--- config.mk ---
export PLATFORM = sky130hd
export DESIGN_NAME = current_monitor_statistics
export DESIGN_NICKNAME = d
export VERILOG_FILES = /design/src/sv/cms_pkg.sv /design/src/sv/current_monitor_statistics.sv /design/src/sv/cms_front.sv /design/src/sv/cms_div.sv /design/src/sv/cms_back.sv
export SDC_FILE = /design/constraint.sdc
export NUM_CORES = 1
export LEC_CHECK = 0
export ABC_AREA = 1
export ABC_CLOCK_PERIOD_IN_PS = 8000
export BUFFER_PORTS_ARGS = -buffer_cell sky130_fd_sc_hd__buf_2
export CORE_ASPECT_RATIO = 1.75
export CORE_MARGIN = 4
export CORE_UTILIZATION = 50
export DETAILED_ROUTE_END_ITERATION = 7
export GPL_TIMING_DRIVEN = 0
export PLACE_DENSITY = 0.72
export SLEW_MARGIN = 10
export SYNTH_ARGS = -nofsm -noshare
export SYNTH_HDL_FRONTEND = slang
export SYNTH_SLANG_ARGS = --single-unit
--- constraint.sdc ---
create_clock -name i_clk -period 8 [get_ports i_clk]
set_clock_uncertainty 0.2 [all_clocks]
set_input_delay 1.6 -clock i_clk [delete_from_list [all_inputs] [get_ports i_clk]]
set_output_delay 1.6 -clock i_clk [all_outputs]
set_load 0.05 [all_outputs]
--- src/sv/cms_pkg.sv ---
// Shared types and constants for the current monitor statistics block.
package cms_pkg;

    localparam int RAW_W     = 16;
    localparam int CUR_W     = 16;
    localparam int FLOOR_W   = 17;
    localparam int MEAN_W    = 16;
    localparam int SUM_W     = 48;
    localparam int OUT_CNT_W = 32;
    localparam int CH_SLOTS  = 2;
    localparam int STEP_W    = $clog2(MEAN_W);

    typedef enum logic [1:0] {
        K_SAMPLE = 2'd0,
        K_FAIL   = 2'd1,
        K_CLEAR  = 2'd2
    } t_kind;

    typedef struct packed {
        t_kind              kind;
        logic               in_range;
        logic               channel;
        logic [RAW_W-1:0]   shunt;
        logic [RAW_W-1:0]   bus;
        logic [CUR_W-1:0]   mag;
    } t_cmd;

endpackage

--- src/sv/current_monitor_statistics.sv ---
// Top level of the current monitor statistics block.
//
//  channel   direction  handshake         payload
//  input     in         push / full       op, channel, read_failed, shunt_raw, bus_raw
//  result    out        empty / pop       out_channel .. samples_taken
//
// A counted sample holds the back end in S_DIV while the serial divider forms
// the mean, one quotient bit per cycle; the back end then moves to S_SEND and
// loads the result register. Other items go from S_IDLE straight to S_SEND.
// Reset is synchronous and returns every channel to its cleared statistics.
// A two-entry input queue keeps taking items while the back end works, until it
// is full, and a waiting result blocks only the back end.
module current_monitor_statistics import cms_pkg::*; #(
    parameter int CHANNELS   = 2,
    parameter int COUNT_BITS = 32
) (
    input  logic                  i_clk,
    input  logic                  i_rst_n,
    input  logic                  push,
    output logic                  full,
    input  logic                  i_op,
    input  logic                  i_channel,
    input  logic                  i_read_failed,
    input  logic signed [RAW_W-1:0] i_shunt_raw,
    input  logic [RAW_W-1:0]      i_bus_raw,
    output logic                  empty,
    input  logic                  pop,
    output logic                  o_out_channel,
    output logic                  o_sample_valid,
    output logic signed [RAW_W-1:0] o_last_shunt,
    output logic [RAW_W-1:0]      o_last_bus,
    output logic [CUR_W-1:0]      o_current_now,
    output logic [CUR_W-1:0]      o_current_peak,
    output logic [FLOOR_W-1:0]    o_current_floor,
    output logic [MEAN_W-1:0]     o_current_mean,
    output logic [RAW_W-1:0]      o_bus_floor,
    output logic [OUT_CNT_W-1:0]  o_samples_taken
);

    logic             w_cmd_valid;
    t_cmd             w_cmd;
    logic             w_cmd_pop;
    logic             w_out_valid;
    logic [RAW_W-1:0] w_last_shunt;

    cms_front #(
        .CHANNELS (CHANNELS)
    ) u_front (
        .i_clk         (i_clk),
        .i_rst_n       (i_rst_n),
        .i_push        (push),
        .o_full        (full),
        .i_op          (i_op),
        .i_channel     (i_channel),
        .i_read_failed (i_read_failed),
        .i_shunt_raw   (i_shunt_raw),
        .i_bus_raw     (i_bus_raw),
        .o_cmd_valid   (w_cmd_valid),
        .o_cmd         (w_cmd),
        .i_cmd_pop     (w_cmd_pop)
    );

    cms_back #(
        .COUNT_BITS (COUNT_BITS)
    ) u_back (
        .i_clk           (i_clk),
        .i_rst_n         (i_rst_n),
        .i_cmd_valid     (w_cmd_valid),
        .i_cmd           (w_cmd),
        .o_cmd_pop       (w_cmd_pop),
        .o_out_valid     (w_out_valid),
        .i_out_pop       (pop && w_out_valid),
        .o_out_channel   (o_out_channel),
        .o_sample_valid  (o_sample_valid),
        .o_last_shunt    (w_last_shunt),
        .o_last_bus      (o_last_bus),
        .o_current_now   (o_current_now),
        .o_current_peak  (o_current_peak),
        .o_current_floor (o_current_floor),
        .o_current_mean  (o_current_mean),
        .o_bus_floor     (o_bus_floor),
        .o_samples_taken (o_samples_taken)
    );

    assign empty        = !w_out_valid;
    assign o_last_shunt = w_last_shunt;

endmodule

--- src/sv/cms_front.sv ---
// Front end: classifies input items and queues them for the back end.
module cms_front import cms_pkg::*; #(
    parameter int CHANNELS = 2
) (
    input  logic              i_clk,
    input  logic              i_rst_n,
    input  logic              i_push,
    output logic              o_full,
    input  logic              i_op,
    input  logic              i_channel,
    input  logic              i_read_failed,
    input  logic [RAW_W-1:0]  i_shunt_raw,
    input  logic [RAW_W-1:0]  i_bus_raw,
    output logic              o_cmd_valid,
    output t_cmd              o_cmd,
    input  logic              i_cmd_pop
);

    t_cmd       r_mem [CH_SLOTS];
    logic       r_wr_ptr;
    logic       r_rd_ptr;
    logic [1:0] r_cnt;
    t_cmd       w_cmd;
    logic       w_wr;
    logic       w_rd;

    always_comb begin
        w_cmd.channel  = i_channel;
        w_cmd.in_range = (CHANNELS > 1) || (i_channel == 1'b0);
        w_cmd.shunt    = i_shunt_raw;
        w_cmd.bus      = i_bus_raw;
        w_cmd.mag      = i_shunt_raw[RAW_W-1] ? (CUR_W'(0) - i_shunt_raw) : i_shunt_raw;
        if (i_op) begin
            w_cmd.kind = K_CLEAR;
        end else if (i_read_failed) begin
            w_cmd.kind = K_FAIL;
        end else begin
            w_cmd.kind = K_SAMPLE;
        end
    end

    assign o_full      = (r_cnt == 2'd2);
    assign o_cmd_valid = (r_cnt != 2'd0);
    assign o_cmd       = r_mem[r_rd_ptr];
    assign w_wr        = i_push && !o_full;
    assign w_rd        = i_cmd_pop && o_cmd_valid;

    always_ff @(posedge i_clk) begin
        if (!i_rst_n) begin
            r_wr_ptr <= 1'b0;
            r_rd_ptr <= 1'b0;
            r_cnt    <= 2'd0;
        end else begin
            if (w_wr) begin
                r_wr_ptr <= !r_wr_ptr;
            end
            if (w_rd) begin
                r_rd_ptr <= !r_rd_ptr;
            end
            if (w_wr && !w_rd) begin
                r_cnt <= r_cnt + 2'd1;
            end else if (!w_wr && w_rd) begin
                r_cnt <= r_cnt - 2'd1;
            end
        end
    end

    always_ff @(posedge i_clk) begin
        if (w_wr) begin
            r_mem[r_wr_ptr] <= w_cmd;
        end
    end

endmodule

--- src/sv/cms_div.sv ---
// Restoring serial divider: sum over count, one quotient bit per cycle.
module cms_div import cms_pkg::*; #(
    parameter int COUNT_BITS = 32
) (
    input  logic                  i_clk,
    input  logic                  i_rst_n,
    input  logic                  i_start,
    input  logic [SUM_W-1:0]      i_dividend,
    input  logic [COUNT_BITS-1:0] i_divisor,
    output logic                  o_done,
    output logic [MEAN_W-1:0]     o_quotient
);

    logic                  r_busy;
    logic                  r_done;
    logic [STEP_W-1:0]     r_step;
    logic [COUNT_BITS-1:0] r_rem;
    logic [COUNT_BITS-1:0] r_div;
    logic [MEAN_W-1:0]     r_low;
    logic [COUNT_BITS:0]   w_trial;
    logic [COUNT_BITS:0]   w_diff;
    logic                  w_q;
    logic [COUNT_BITS-1:0] w_rem_next;

    // quotient always fits in MEAN_W bits, so the upper dividend bits start below the divisor
    always_comb begin
        w_trial    = {r_rem, r_low[MEAN_W-1]};
        w_diff     = w_trial - {1'b0, r_div};
        w_q        = (w_trial >= {1'b0, r_div});
        w_rem_next = w_q ? w_diff[COUNT_BITS-1:0] : w_trial[COUNT_BITS-1:0];
    end

    always_ff @(posedge i_clk) begin
        if (!i_rst_n) begin
            r_busy <= 1'b0;
            r_done <= 1'b0;
            r_step <= '0;
        end else begin
            r_done <= 1'b0;
            if (i_start) begin
                r_busy <= 1'b1;
                r_step <= '0;
            end else if (r_busy) begin
                r_step <= r_step + STEP_W'(1);
                if (r_step == STEP_W'(MEAN_W - 1)) begin
                    r_busy <= 1'b0;
                    r_done <= 1'b1;
                end
            end
        end
    end

    always_ff @(posedge i_clk) begin
        if (i_start) begin
            r_rem <= i_dividend[MEAN_W +: COUNT_BITS];
            r_low <= i_dividend[MEAN_W-1:0];
            r_div <= i_divisor;
        end else if (r_busy) begin
            r_rem <= w_rem_next;
            r_low <= {r_low[MEAN_W-2:0], w_q};
        end
    end

    assign o_done     = r_done;
    assign o_quotient = r_low;

endmodule

--- src/sv/cms_back.sv ---
// Back end: per-channel statistics, mean update and result register.
module cms_back import cms_pkg::*; #(
    parameter int COUNT_BITS = 32
) (
    input  logic                 i_clk,
    input  logic                 i_rst_n,
    input  logic                 i_cmd_valid,
    input  t_cmd                 i_cmd,
    output logic                 o_cmd_pop,
    output logic                 o_out_valid,
    input  logic                 i_out_pop,
    output logic                 o_out_channel,
    output logic                 o_sample_valid,
    output logic [RAW_W-1:0]     o_last_shunt,
    output logic [RAW_W-1:0]     o_last_bus,
    output logic [CUR_W-1:0]     o_current_now,
    output logic [CUR_W-1:0]     o_current_peak,
    output logic [FLOOR_W-1:0]   o_current_floor,
    output logic [MEAN_W-1:0]    o_current_mean,
    output logic [RAW_W-1:0]     o_bus_floor,
    output logic [OUT_CNT_W-1:0] o_samples_taken
);

    typedef enum logic [2:0] {
        S_IDLE = 3'b001,
        S_DIV  = 3'b010,
        S_SEND = 3'b100
    } t_state;

    t_state                r_state;
    logic                  r_ch;
    logic                  r_in_range;

    logic                  r_valid     [CH_SLOTS];
    logic [RAW_W-1:0]      r_shunt     [CH_SLOTS];
    logic [RAW_W-1:0]      r_bus       [CH_SLOTS];
    logic [CUR_W-1:0]      r_cur       [CH_SLOTS];
    logic [CUR_W-1:0]      r_peak      [CH_SLOTS];
    logic [FLOOR_W-1:0]    r_floor     [CH_SLOTS];
    logic [MEAN_W-1:0]     r_mean      [CH_SLOTS];
    logic [SUM_W-1:0]      r_sum       [CH_SLOTS];
    logic [RAW_W-1:0]      r_bfloor    [CH_SLOTS];
    logic [COUNT_BITS-1:0] r_count     [CH_SLOTS];

    logic                  r_out_valid;
    logic                  r_out_channel;
    logic                  r_out_sample_valid;
    logic [RAW_W-1:0]      r_out_shunt;
    logic [RAW_W-1:0]      r_out_bus;
    logic [CUR_W-1:0]      r_out_now;
    logic [CUR_W-1:0]      r_out_peak;
    logic [FLOOR_W-1:0]    r_out_floor;
    logic [MEAN_W-1:0]     r_out_mean;
    logic [RAW_W-1:0]      r_out_bfloor;
    logic [OUT_CNT_W-1:0]  r_out_count;

    logic                  w_take;
    logic                  w_counting;
    logic                  w_div_start;
    logic [SUM_W:0]        w_sum_add;
    logic [SUM_W-1:0]      n_sum;
    logic [COUNT_BITS-1:0] n_count;
    logic                  w_div_done;
    logic [MEAN_W-1:0]     w_quotient;
    logic                  w_load;
    logic [OUT_CNT_W-1:0]  w_count_ext;

    assign w_take      = (r_state == S_IDLE) && i_cmd_valid;
    assign o_cmd_pop   = w_take;
    assign w_counting  = (r_count[i_cmd.channel] != {COUNT_BITS{1'b1}});
    assign w_div_start = w_take && (i_cmd.kind == K_SAMPLE) && i_cmd.in_range && w_counting;
    assign w_sum_add   = {1'b0, r_sum[i_cmd.channel]} + (SUM_W + 1)'(i_cmd.mag);
    assign n_sum       = w_sum_add[SUM_W] ? {SUM_W{1'b1}} : w_sum_add[SUM_W-1:0];
    assign n_count     = r_count[i_cmd.channel] + COUNT_BITS'(1);
    assign w_load      = (r_state == S_SEND) && (!r_out_valid || i_out_pop);

    cms_div #(
        .COUNT_BITS (COUNT_BITS)
    ) u_div (
        .i_clk      (i_clk),
        .i_rst_n    (i_rst_n),
        .i_start    (w_div_start),
        .i_dividend (n_sum),
        .i_divisor  (n_count),
        .o_done     (w_div_done),
        .o_quotient (w_quotient)
    );

    always_ff @(posedge i_clk) begin
        if (!i_rst_n) begin
            r_state    <= S_IDLE;
            r_ch       <= 1'b0;
            r_in_range <= 1'b0;
            for (int c = 0; c < CH_SLOTS; c++) begin
                r_valid[c]  <= 1'b0;
                r_shunt[c]  <= '0;
                r_bus[c]    <= '0;
                r_cur[c]    <= '0;
                r_peak[c]   <= '0;
                r_floor[c]  <= '1;
                r_mean[c]   <= '0;
                r_sum[c]    <= '0;
                r_bfloor[c] <= '1;
                r_count[c]  <= '0;
            end
        end else begin
            unique case (r_state)
                S_IDLE: begin
                    if (w_take) begin
                        r_ch       <= i_cmd.channel;
                        r_in_range <= i_cmd.in_range;
                        r_state    <= w_div_start ? S_DIV : S_SEND;
                        case (i_cmd.kind)
                            K_CLEAR: begin
                                for (int c = 0; c < CH_SLOTS; c++) begin
                                    r_valid[c]  <= 1'b0;
                                    r_shunt[c]  <= '0;
                                    r_bus[c]    <= '0;
                                    r_cur[c]    <= '0;
                                    r_peak[c]   <= '0;
                                    r_floor[c]  <= '1;
                                    r_mean[c]   <= '0;
                                    r_sum[c]    <= '0;
                                    r_bfloor[c] <= '1;
                                    r_count[c]  <= '0;
                                end
                            end
                            K_FAIL: begin
                                if (i_cmd.in_range) begin
                                    r_valid[i_cmd.channel] <= 1'b0;
                                end
                            end
                            K_SAMPLE: begin
                                if (i_cmd.in_range) begin
                                    r_valid[i_cmd.channel] <= 1'b1;
                                    r_shunt[i_cmd.channel] <= i_cmd.shunt;
                                    r_bus[i_cmd.channel]   <= i_cmd.bus;
                                    r_cur[i_cmd.channel]   <= i_cmd.mag;
                                    if (i_cmd.mag > r_peak[i_cmd.channel]) begin
                                        r_peak[i_cmd.channel] <= i_cmd.mag;
                                    end
                                    if (FLOOR_W'(i_cmd.mag) < r_floor[i_cmd.channel]) begin
                                        r_floor[i_cmd.channel] <= FLOOR_W'(i_cmd.mag);
                                    end
                                    if (i_cmd.bus < r_bfloor[i_cmd.channel]) begin
                                        r_bfloor[i_cmd.channel] <= i_cmd.bus;
                                    end
                                    if (w_counting) begin
                                        r_sum[i_cmd.channel]   <= n_sum;
                                        r_count[i_cmd.channel] <= n_count;
                                    end
                                end
                            end
                            default: begin
                            end
                        endcase
                    end
                end
                S_DIV: begin
                    if (w_div_done) begin
                        r_mean[r_ch] <= w_quotient;
                        r_state      <= S_SEND;
                    end
                end
                S_SEND: begin
                    if (w_load) begin
                        r_state <= S_IDLE;
                    end
                end
                default: begin
                    r_state <= S_IDLE;
                end
            endcase
        end
    end

    always_comb begin
        w_count_ext = '0;
        w_count_ext[COUNT_BITS-1:0] = r_count[r_ch];
    end

    always_ff @(posedge i_clk) begin
        if (!i_rst_n) begin
            r_out_valid <= 1'b0;
        end else if (w_load) begin
            r_out_valid <= 1'b1;
        end else if (i_out_pop) begin
            r_out_valid <= 1'b0;
        end
    end

    always_ff @(posedge i_clk) begin
        if (w_load) begin
            r_out_channel <= r_ch;
            if (r_in_range) begin
                r_out_sample_valid <= r_valid[r_ch];
                r_out_shunt        <= r_shunt[r_ch];
                r_out_bus          <= r_bus[r_ch];
                r_out_now          <= r_cur[r_ch];
                r_out_peak         <= r_peak[r_ch];
                r_out_floor        <= r_floor[r_ch];
                r_out_mean         <= r_mean[r_ch];
                r_out_bfloor       <= r_bfloor[r_ch];
                r_out_count        <= w_count_ext;
            end else begin
                r_out_sample_valid <= 1'b0;
                r_out_shunt        <= '0;
                r_out_bus          <= '0;
                r_out_now          <= '0;
                r_out_peak         <= '0;
                r_out_floor        <= '0;
                r_out_mean         <= '0;
                r_out_bfloor       <= '0;
                r_out_count        <= '0;
            end
        end
    end

    assign o_out_valid     = r_out_valid;
    assign o_out_channel   = r_out_channel;
    assign o_sample_valid  = r_out_sample_valid;
    assign o_last_shunt    = r_out_shunt;
    assign o_last_bus      = r_out_bus;
    assign o_current_now   = r_out_now;
    assign o_current_peak  = r_out_peak;
    assign o_current_floor = r_out_floor;
    assign o_current_mean  = r_out_mean;
    assign o_bus_floor     = r_out_bfloor;
    assign o_samples_taken = r_out_count;

endmodule

==> impl_results.md <==
* Net Count, Synth at roughly 4000
* Vias per inst at 5.600
* Starting density of the core at 0.5032
* Reg2Reg Setup Slack at 1.87 ns
* Status: finished, final reports clean
* Layout net count at 4247
* Sw frac at 0.4243
* Dpl ws at 2.104 ns
* GRT Overall Usage at 0.3026
* Antenna violations before repair at 4
* Critical Path Max Stage Delay at ~0.50 ns
* Rows at 131
* Final period utilization at 0.7660
* Crit path arrival time at 6.31 ns
* Area post-placement at 39100 um^2
* Initial DRC count at ~2500
* Ys flop type: edfxtp_1
* Post-route core utilization at 0.5706
* Setup crit end kind: flop
* Pint at 8.863 mW
* Total chip power at 15.39 mW
* Post-synthesis register bit count at 729
* Worst-case reg-to-reg path depth at 21
* First-pass GRT wire length at 173500 um
* Final Slew Violations at 0
* Yosys warning count at 0
* Setup WS post-layout at approximately 1.9 ns
* Die Y-Extent at between 300 and 400 um
* Post-layout min period at 6.128 ns
* Clk root buf: clkbuf_16
* Clock share of power at 0.230
* Setup CP Type: reg -> reg
* ANT nets after route at 0
* Min-Delay Path Class: reg -> reg
* Sequential cell fraction of total power at 0.361
* I/O Buffers at between 150 and 200
* CTS tree: built
* Core ar. at between 70000 and 80000 um^2
* Cells after Synth at 3841
* Non-Filler Instances at 5101
* Die Span X at 212.6 um
* H-tree levels at 3
* DP HPWL at around 90000 um
* Clock Sinks at between 700 and 800
* Most frequent CP cell: nand2_1
* Slowest-stage cell, CP: clkbuf_1
* Mapped Area at between 30000 and 40000 um^2
* Combinational share of power at 0.409
* Switching pwr at 6.531 mW
* Cells along the critical path: inv_2 > nand2_1 > nand2_2 > buf_2 > buf_2 > buf_2 > clkbuf_1 > nand2_1 > nand2_1 > ha_1 > a21oi_1 > o21ai_0 > a21oi_1 > nand2_1 > nand2_1 > nand2_2 > nand3_4 > buf_2 > nand3_1 > nand2_1 > nand2_1
* Largest net degree at the start of global routing at 52
* CP Max Fanout at 10
* Leakage at 17.37 nW
* GPL Wtd Cong at 0.9742
* CTS clk-pin slew, worst paths at 0.08 ns
* Number of synthesized flops with an enable pin at between 700 and 800
* Most frequent cells in the layout: nand2_1, edfxtp_1, nor2_1
* Post_cts resized at 0
* Sum Neg Setup Slack at 0 ns
* Cell area power density at 370.7 nW/um^2
* Post-synth ARST share at 0
* Area delta synth->final at 13.41%
* Vias in the first global route at 28580
* Final wirelength at 119300 um
* Max clock buf depth at 3
* Syn avg cell area at 9.533 um^2
* Fin area at 41530 um^2
* 1st-pass router iterations at 6
* Max frequency at 163.2 MHz
* Synth cell types at 51
* Worst-Skew Late Latency at between 0.6 and 0.7 ns
* Seq/Total Area, Yosys at 0.5926
* Top Ports at 188
* Most common cell after layout, fill and taps aside: nand2_1
* VDD IR-drop max at roughly 300 uV
* DRC at 0
* Hold_ws at 0.2670 ns
* Startpoint Class: flop
* RSZ-0062 raised after global routing: false
* Postcts setup bufs at 0
* # hold bufs at CTS at 0
* Layout cells sized above 1 at 0.1190
* Grt ovf at 0
* CTS Buf Count at 68
* R2R Path End: u_back.u_div.r_rem[10]
* WL/cell at 23.38 um
* Max_slew headroom at 0.1878
* Critical Path End: u_back.u_div.r_rem[10]
* Die ar. at 77800 um^2
* Setup violators final at 0
* Placed cell count at 4974
* MaxCap Viol Count at 0
* Vias after detailed routing at 28570
* Tightest Pin Transition at 1.206 ns
* Final hold violations at 0
* WP data required at 8.19 ns
## per-layer routing
layer / up-vias / global-route usage / share of wire
li1: 13320 / - / -
met1: 13590 / 0.3165 / 0.33
met2: 1253 / 0.5436 / 0.52
met3: 397 / 0.04018 / 0.057
met4: 2 / 0.2241 / 0.094
met5: - / 0 / 0.00011
## synthesized netlist by cell type, types with 2 or more instances
library cell / n / share of area
nand2_1: 797 / 0.082
edfxtp_1: 710 / 0.58
nor2_1: 696 / 0.071
inv_1: 417 / 0.043
o21ai_0: 243 / 0.033
nand3_1: 155 / 0.021
a21oi_1: 143 / 0.020
ha_1: 94 / 0.032
clkbuf_1: 80 / 0.0082
mux2i_1: 58 / 0.016
xor2_1: 56 / 0.013
o21ai_1: 55 / 0.0075
buf_2: 41 / 0.0056
or2_2: 31 / 0.0053
nor3_1: 27 / 0.0037
xnor2_1: 26 / 0.0062
nand4_1: 25 / 0.0043
dfxtp_1: 19 / 0.010
o21ai_2: 17 / 0.0041
nand2_2: 14 / 0.0024
inv_2: 13 / 0.0013
buf_4: 12 / 0.0025
nand3b_1: 11 / 0.0023
nor2_2: 11 / 0.0019
a31oi_1: 10 / 0.0017
buf_6: 9 / 0.0028
a21o_1: 7 / 0.0014
nor4_1: 7 / 0.0012
buf_1: 6 / 0.00062
nand3_2: 6 / 0.0016
a211oi_1: 5 / 0.0010
nor3b_1: 5 / 0.0010
o21bai_1: 4 / 0.00082
a221oi_1: 3 / 0.00072
nand3_4: 3 / 0.0014
nor2_4: 3 / 0.00092
or2_1: 3 / 0.00051
a21boi_0: 2 / 0.00041
nand2_4: 2 / 0.00062
o211ai_1: 2 / 0.00041
o211ai_2: 2 / 0.00068
o21a_1: 2 / 0.00041
## final cells by class
| type | count | area (um^2) |
|---|---|---|
| diodes | 3 | 7.507 |
| multi-input cells | 2533 | 12630 |
| clock buffers | 69 | 1727 |
| plain buffers | 148 | 719.4 |
| repair buffers | 202 | 1264 |
| well taps | 931 | 1165 |
| fillers | 6459 | 31250 |
| flip-flops and latches | 729 | 21700 |
| clock inverters | 55 | 698.2 |
| inverters | 431 | 1618 |
## worst max-delay path: cells and delay by family, from the launching register on
| kind | cells | cell delay, ns |
|---|---|---|
| flops | 1 | 0.37 |
| buf+inv | 6 | 2.46 |
| fa+ha+maj | 1 | 0.27 |
| compound gates | 3 | 0.67 |
| simple gates | 11 | 1.88 |
## power by group through the flow
stage / clock, mW / sequential [mW] / combinational, mW
global placement: 0 / 5.66 / 6.03
floorplan: 0 / 5.80 / 3.67
CTS: 3.57 / 5.54 / 6.24
detailed placement: 0 / 5.62 / 6.19
finish: 3.54 / 5.55 / 6.30
global route: 3.72 / 5.60 / 6.79
## cells by family after synthesis
family | synth area share
AO/OA/AOI/OAI | 0.07281
XOR/XNOR | 0.02006
adder cells (fa/ha/maj) | 0.03267
buffers and inverters | 0.06383
flip-flops | 0.5926
multiplexers | 0.01585
AND/OR/NAND/NOR | 0.2021
## registers in the layout, summed over array words and instances, names as in the netlist, 32 cells and up, named ones only
signal	count
u_back.o_samples_taken	32
u_back.u_div.r_rem	32
u_back.r_floor	34
u_back.u_div.r_div	32
u_back.r_count	64
u_back.r_shunt	32
u_back.r_peak	32
u_back.r_bus	32
u_back.r_bfloor	32
u_front.r_mem	100
u_back.r_mean	32
u_back.r_sum	96
## how the worst min path moves through the flow
stage	start	endpoint	slack (ns)	cells after the start
after floorplan	u_back.r_ch	u_back.o_out_channel	0.21	0
after global placement	u_front.r_rd_ptr	u_front.r_rd_ptr	0.24	1
after detailed placement	u_front.r_rd_ptr	flop	0.24	1
after CTS	u_front.r_rd_ptr	flop	0.26	1
after global routing	u_front.r_rd_ptr	u_front.r_rd_ptr	0.32	1
final	u_front.r_rd_ptr	flop	0.27	1
Note: power is estimated with default switching activity, not from simulation.
